--- src/hw/rtl/sfsa_pkg.sv ---
package sfsa_pkg;

   localparam logic [1:0] OP_HEADER = 2'd0;
   localparam logic [1:0] OP_DATA   = 2'd1;
   localparam logic [1:0] OP_READ   = 2'd2;
   localparam logic [1:0] OP_NOP    = 2'd3;

   localparam logic [1:0] CLASS_CURRENT = 2'd0;
   localparam logic [1:0] CLASS_NEXT    = 2'd1;
   localparam logic [1:0] CLASS_IGNORED = 2'd2;
   localparam logic [1:0] CLASS_RESYNC  = 2'd3;

   localparam logic CSR_NEXT_LIMIT   = 1'b0;
   localparam logic CSR_IGNORE_LIMIT = 1'b1;

   localparam logic [7:0] LIMIT_RESET = 8'd2;

   typedef struct packed {
      logic [1:0]  op;
      logic [31:0] message_sequence;
      logic        end_of_frame;
      logic [12:0] range_start;
      logic [12:0] range_end;
      logic [7:0]  data_byte;
      logic        last_of_message;
      logic [11:0] read_address;
   } req_type;

   typedef struct packed {
      logic [7:0]  read_data;
      logic [31:0] frame_sequence;
      logic        output_updated;
      logic [1:0]  message_class;
   } rsp_type;

   typedef struct packed {
      logic accept;
      logic clear;
      logic copy_read;
   } cmd_type;

   typedef struct packed {
      logic need_copy;
      logic sweep_last;
   } status_type;

endpackage

--- src/hw/rtl/sfsa_controller.sv ---
module sfsa_controller
   import sfsa_pkg::*;
(
   input  logic       clock,
   input  logic       reset,
   input  logic       start,
   output logic       busy,
   output logic       rsp_strobe,
   output cmd_type    cmd,
   input  status_type status
);

   localparam logic [1:0] ST_CLEAR = 2'd0;
   localparam logic [1:0] ST_IDLE  = 2'd1;
   localparam logic [1:0] ST_COPY  = 2'd2;
   localparam logic [1:0] ST_TAIL  = 2'd3;

   logic [1:0] state_ff, state_in;
   logic       strobe_ff, strobe_in;

   always_comb begin
      state_in      = state_ff;
      strobe_in     = 1'b0;
      cmd.accept    = 1'b0;
      cmd.clear     = 1'b0;
      cmd.copy_read = 1'b0;
      case (state_ff)
         ST_CLEAR: begin
            cmd.clear = 1'b1;
            if (status.sweep_last) begin
               state_in = ST_IDLE;
            end
         end
         ST_IDLE: begin
            if (start) begin
               cmd.accept = 1'b1;
               if (status.need_copy) begin
                  state_in = ST_COPY;
               end else begin
                  strobe_in = 1'b1;
               end
            end
         end
         ST_COPY: begin
            cmd.copy_read = 1'b1;
            if (status.sweep_last) begin
               state_in = ST_TAIL;
            end
         end
         ST_TAIL: begin
            // last byte lands in the output buffer this cycle
            state_in  = ST_IDLE;
            strobe_in = 1'b1;
         end
         default: begin
            state_in = ST_CLEAR;
         end
      endcase
   end

   always_ff @(posedge clock) begin
      if (reset) begin
         state_ff  <= ST_CLEAR;
         strobe_ff <= 1'b0;
      end else begin
         state_ff  <= state_in;
         strobe_ff <= strobe_in;
      end
   end

   assign busy       = state_ff != ST_IDLE;
   assign rsp_strobe = strobe_ff;

   a_copy_entry: assert property (@(posedge clock) disable iff (reset)
      (cmd.accept && status.need_copy) |=> (state_ff == ST_COPY))
      else $error("publishing item did not start the copy");

   a_item_answered: assert property (@(posedge clock) disable iff (reset)
      (start && !busy) |=> (strobe_ff || state_ff == ST_COPY))
      else $error("accepted item neither answered nor copying");

   a_strobe_idle: assert property (@(posedge clock) disable iff (reset)
      strobe_ff |-> (state_ff == ST_IDLE))
      else $error("result strobe outside idle");

   a_tail_strobe: assert property (@(posedge clock) disable iff (reset)
      (state_ff == ST_TAIL) |=> strobe_ff)
      else $error("copy finished without a result");

endmodule

--- config.mk ---
export PLATFORM = sky130hd
export DESIGN_NAME = sfsa_controller
export DESIGN_NICKNAME = d
export VERILOG_FILES = /design/src/hw/rtl/sfsa_pkg.sv /design/src/hw/rtl/sfsa_controller.sv
export SDC_FILE = /design/constraint.sdc
export NUM_CORES = 1
export LEC_CHECK = 0
export CORE_AREA = 2 2 39 41
export CTS_CLUSTER_SIZE = 8
export DETAILED_ROUTE_END_ITERATION = 6
export DIE_AREA = 0 0 41 43
export DONT_BUFFER_PORTS = 1
export PLACE_DENSITY = 0.3
export SLEW_MARGIN = 10
export SYNTH_ARGS = -nofsm -noshare
export SYNTH_HDL_FRONTEND = slang
export SYNTH_SLANG_ARGS = --single-unit
export TNS_END_PERCENT = 50
--- constraint.sdc ---
create_clock -name clock -period 1.4 [get_ports clock]
set_input_delay 0.14 -clock clock [delete_from_list [all_inputs] [get_ports clock]]
set_output_delay 0.14 -clock clock [all_outputs]
set_load 0.02 [all_outputs]
==> impl_metrics.tcl, run 1 <==
set metrics [dict create \
    vias 190 \
    worstSkewPairLatency_ns 0.23 \
    route.detailed.drc 0 \
    dp_cells 46 \
    max_cap_viol_count 0 \
    crit_type "reg2reg" \
    drtIter0Drc 0 \
    worstPathMaxFanout 3 \
    cts_tree "yes" \
    post_synth_and_or_nand_nor_area_fraction 0.278 \
    cts_buffers 3 \
    peakVddDrop_mv 0.774 \
    syn_nets 34 \
    htreeDepth 1 \
    ios 10 \
    power_density_nw_per_um2 2040 \
    overflow 0 \
    areaGrowthSynthToFinish_pct 59.8 \
    synthMuxAreaShare 0.103 \
    postCtsSetupBuffers 0 \
    crit_arrival_ns 1.51 \
    antenna_found_initial 0 \
    min_path_type "in2reg" \
    grt_start_max_net_pins 6 \
    final_util 0.280 \
    first_global_vias 207 \
    wirelength_um 510 \
    total_power_uw 790 \
    finalSetupViolCount 0 \
    gp_congestion 0.652 \
    synthAdderAreaFrac 0.258 \
    synth_compound_gate_area_share 0.0670 \
    final_common_cell "buf_4" \
    final_cell_mix "buf_4, nor2_1, clkbuf_4" \
    grt_pass1_wl_um 883 \
    slew_headroom 0.860 \
    ys_types 13 \
    finalSetupTns_ns 0 \
    fin_skew_ns 0.00505 \
    start_util 0.175 \
    max_freq_mhz 717 \
    p_switching_uw 304 \
    clk_pin_slew_worst_paths_ns 0.04 \
    num_antenna_cells 0 \
    p_comb_frac 0.610 \
    grtUsageTotal 0.0793 \
    portBuffers 0 \
    start_kind "flop" \
    synth_xor_area_frac 0 \
    drtPass1Iterations 1 \
    cts_buffer_depth 2 \
    seq_power_share 0.203 \
    yosys_warnings 0 \
    intPower_uw 486 \
    hold_viol 0 \
    die_h_um 43 \
    outcome "complete, no violations" \
    dp_hpwl_um 429 \
    avgSynthCellArea_um2 10.1 \
    ys_seq_area_frac 0.247 \
    rsz0062_at_grt "yes" \
    min_period_over_period 0.997 \
    critPathCaptureType "flop" \
    cts-root-buf "clkbuf_4" \
    fp.dieW_um 41 \
    synthCells 24 \
    rows 14 \
    drive_gt1_frac 0.600 \
    hold_path_startpoint "reset" \
    reg2reg_from "state_ff[1]" \
    setup.worst_path.start "state_ff[1]" \
    layout_min_cycle_time_ns 1.40 \
    core_area_um2 1380 \
    syn-cell-area_um2 243 \
    switching_share 0.385 \
    drv_slew 0 \
    finalNonFillerCells 51 \
    cts_sinks 3 \
    via_per_inst 3.73 \
    clkPwrFrac 0.187 \
    ys_ff_latch 3 \
    routedWlPerCell_um 10.0 \
    leakagePower_nw 0.164 \
    timing_worst_slew_pin_value_ns 0.210 \
    postLayoutCellArea_um2 388 \
    required_ns 1.51 \
    final_nets 46 \
    placed_area_um2 338 \
    dieArea_um2 1760 \
    synth_top_family_by_area "simple AND/OR/NAND/NOR gates" \
    ant_nets 0 \
]
-- logic make-up (layout without fill, tap and decap cells) --
group                    Yosys count  after routing
AND/OR/NAND/NOR                    9              9
flip-flops                         3              3
buffers and inverters              3             14
adder cells (fa/ha/maj)            5              5
AO/OA/AOI/OAI                      2              2
multiplexers                       2              2
-- through the flow --
| stage | hold slack [ns] | worst slack (ns) |
|---|---|---|
| floorplan | 0.212 | 0.0124 |
| global placement | 0.220 | -0.0133 |
| detailed placement | 0.216 | -0.0160 |
| CTS | 0.0878 | -0.00640 |
| global route | 0.103 | -0.0583 |
| finish | 0.0909 | 0.00435 |
-- final cells by class --
class,count,area (um2)
inverters,3,13.8
repair buffers,7,55.1
clock buffers,4,26.3
well taps,16,20.0
multi-input cells,18,205
flip-flops and latches,3,67.6
fillers,151,996
-- state kept, by name, indices dropped and copies added (netlist names) --
signal,cells
state_ff,2
rsp_strobe,1
-- cell usage after synthesis, drive strengths merged --
master | number | area [um2]
ha | 5 | 62.6
a31oi | 1 | 6.26
mux2i | 1 | 10.0
mux2 | 1 | 15.0
nand2b | 2 | 12.5
dfxtp | 3 | 60.1
and2 | 1 | 7.51
nor3 | 1 | 16.3
nor2b | 2 | 20.0
inv | 3 | 11.3
o21ba | 1 | 10.0
nor2 | 3 | 11.3
-- per-layer routing --
metal  wire length (um)  part of all wire  GRT usage  vias to the layer above
li1                   -                 -          -                       98
met1                210              0.41     0.0900                       86
met2                266              0.52      0.119                        6
met3                 34             0.067     0.0524                        0
met4                  0                 0     0.0200                        0
met5                  0                 0          0                        -
-- power groups by stage --
stage	registers, mW	logic (mW)	clock network [mW]
after global placement	0.152	0.466	0
after CTS	0.162	0.492	0.154
after floorplan	0.147	0.333	0
after global routing	0.170	0.534	0.163
final	0.160	0.482	0.148
after detailed placement	0.151	0.465	0
-- worst paths after layout --
| kind | cells past startpoint | to | slack, ns |
|---|---|---|---|
| setup reg to reg | 5 | state_ff[0] | 0.004 |
| hold reg to reg | 3 | state_ff[1] | 0.64 |
| setup / recovery | 5 | state_ff[0] | 0.004 |
| hold / removal | 2 | state_ff[1] | 0.09 |
-- timing repair --
action,4_1_cts,5_1_grt
hold buffers,1,0
endpoints found under the hold margin,1,0
setup endpoints to repair,1,2
resized for setup,4,0
-- critical path, stage by stage, from the launching register on --
cell	delay, ns
dfxtp_4	0.36
inv_2	0.06
ha_1	0.18
nor2b_1	0.15
nor3_4	0.21
mux2_4	0.32
No activity file was read; power rests on OpenSTA's default activity.
==> run 2: changes to the inputs <==
--- a/config.mk
+++ b/config.mk
@@ -11,6 +11,7 @@
 export DIE_AREA = 0 0 41 43
 export DONT_BUFFER_PORTS = 1
 export PLACE_DENSITY = 0.3
+export SETUP_SLACK_MARGIN = 0.5
 export SLEW_MARGIN = 10
 export SYNTH_ARGS = -nofsm -noshare
 export SYNTH_HDL_FRONTEND = slang
==> run 2 against run 1 <==
  * Maximum frequency increased by 2.3%
  * Critical endpoint unchanged
  * Count of clock-buffer cells in the layout unchanged
  * Non-clock buffer count decreased by 1
  * Final area increased by 3.2%
  * Worst setup slack improved by 0.032 ns
  * Critical path depth unchanged
  * Final cell count decreased by 2.0%
  * Total power increased by 5.3%
  * Critical path type unchanged
  * Core utilization increased by 0.90 points
==> impl_metrics.tcl, run 2 (same netlist as run 1, synthesis figures left out) <==
set metrics [dict create \
    drtPass1Iterations 2 \
    outcome "complete, no violations" \
    slew_headroom 0.863 \
    overflow 0 \
    cts-root-buf "clkbuf_4" \
    htreeDepth 1 \
    power_density_nw_per_um2 2080 \
    timing_worst_slew_pin_value_ns 0.205 \
    die_h_um 43 \
    first_global_vias 212 \
    hold_path_startpoint "reset" \
    min_path_type "in2reg" \
    finalSetupViolCount 0 \
    ios 10 \
    largest_reg_flops 2 \
    ant_nets 0 \
    reg2reg_slack_ns 0.04 \
    cts_tree "yes" \
    holdWs_ns 0.0740 \
    drv_slew 0 \
    max_freq_mhz 733 \
    final_nets 45 \
    required_ns 1.52 \
    worstPathMaxFanout 4 \
    portBuffers 0 \
    crit_arrival_ns 1.48 \
    cts_buffers 3 \
    dieArea_um2 1760 \
    drtIter0Drc 1 \
    cts_buffer_depth 2 \
    cts_sinks 3 \
    worstSkewPairLatency_ns 0.24 \
    peakVddDrop_mv 0.523 \
    vias 199 \
    r2r-end "state_ff[0]" \
    rsz0062_at_grt "yes" \
    reg2reg_from "state_ff[1]" \
    top_register "state_ff" \
    grtUsageTotal 0.0844 \
    wirelength_um 536 \
    leakagePower_nw 0.164 \
    holdPathStages 2 \
    total_power_uw 832 \
    grt_start_max_net_pins 6 \
    worstPathCellList "inv_4, ha_2, nor2b_4, nor3_4, mux2_4" \
    cpMaxStageDelayCell "dfxtp_4" \
    via_per_inst 3.98 \
    final_cell_mix "buf_4, inv_4, nor2_1, clkbuf_4" \
    crit_type "reg2reg" \
    route.detailed.drc 0 \
    layout_min_cycle_time_ns 1.36 \
    areaGrowthSynthToFinish_pct 64.9 \
    grt_pass1_wl_um 869 \
    hold_viol 0 \
    core_area_um2 1380 \
    antenna_found_initial 0 \
    min_period_over_period 0.974 \
    start_kind "flop" \
    max_cap_viol_count 0 \
    hold_end "state_ff[1]" \
    rows 14 \
    start_util 0.175 \
    routedWlPerCell_um 10.7 \
    rr_worst_depth 5 \
    fp.dieW_um 41 \
    gp_congestion 0.634 \
    num_antenna_cells 0 \
    dp_hpwl_um 433 \
    fill_cells 147 \
    fin_skew_ns 0.00230 \
    slowest_delay_ns 0.38 \
    critPathTopFamily "flip-flops" \
    path_buf_inv 1 \
    final_common_cell "buf_4" \
    critPathCaptureType "flop" \
    drive_gt1_frac 0.676 \
    clk_pin_slew_worst_paths_ns 0.04 \
]
[run 2: cell count changes in the layout (fill, tap and decap cells not counted), sizes merged]
cell / change
buf: -1
[run 2: cell type report]
class / instances / area (um2) / share of cell area
multi-input combinational: 18 / 216 / 0.541
sequential: 3 / 67.6 / 0.169
timing repair buffer: 6 / 51.3 / 0.128
clock buffer: 4 / 26.3 / 0.0656
tap: 16 / 20.0 / 0.0500
inverter: 3 / 18.8 / 0.0469
[run 2: per-layer routing]
metal	vias up	GRT usage	share of wire
met5	-	0	0
met4	0	0.120	0.026
met3	2	0.0366	0.050
met2	5	0.116	0.56
met1	95	0.0710	0.36
li1	97	-	-
[run 2: worst max-delay path by stage]
| stage | startpoint | endpoint | slack, ns | cells past startpoint |
|---|---|---|---|---|
| after detailed placement | state_ff[1] | state_ff[0] | -0.03 | 5 |
| after floorplan | state_ff[0] | state_ff[0] | 0.03 | 5 |
| after global routing | state_ff[1] | state_ff[0] | -0.01 | 5 |
| final | state_ff[1] | state_ff[0] | 0.04 | 5 |
| after CTS | state_ff[0] | state_ff[0] | 0.03 | 5 |
| after global placement | state_ff[1] | state_ff[0] | -0.02 | 5 |
[run 2: timing repair]
action                     CTS  global route
pin swaps                    1             0
hold endpoints to repair     1             0
hold buffers                 1             0
setup endpoints to repair    7             7
gates resized for setup      6             3
buffers inserted             1             0
[run 2: power breakdown]
| group | switching [mW] | total [mW] | internal (mW) | leakage (nW) |
|---|---|---|---|---|
| sequential | 0.0470 | 0.171 | 0.124 | 0.0259 |
| clock | 0.0478 | 0.155 | 0.107 | 0.0150 |
| combinational | 0.229 | 0.506 | 0.278 | 0.124 |
| total | 0.323 | 0.832 | 0.509 | 0.164 |
[run 2: through the flow]
| step | instance area, um2 | cells | setup TNS, ns | util | setup slack [ns] |
|---|---|---|---|---|---|
| finish | 400 | 50 | 0 | 0.289 | 0.0361 |
| global route | 400 | 50 | -0.0103 | 0.289 | -0.0103 |
| CTS | 394 | 50 | 0 | 0.285 | 0.0342 |
| detailed placement | 334 | 44 | -0.0281 | 0.241 | -0.0281 |
| global placement | 334 | 44 | -0.0245 | 0.241 | -0.0245 |
| floorplan | 284 | 24 | 0 | - | 0.0321 |
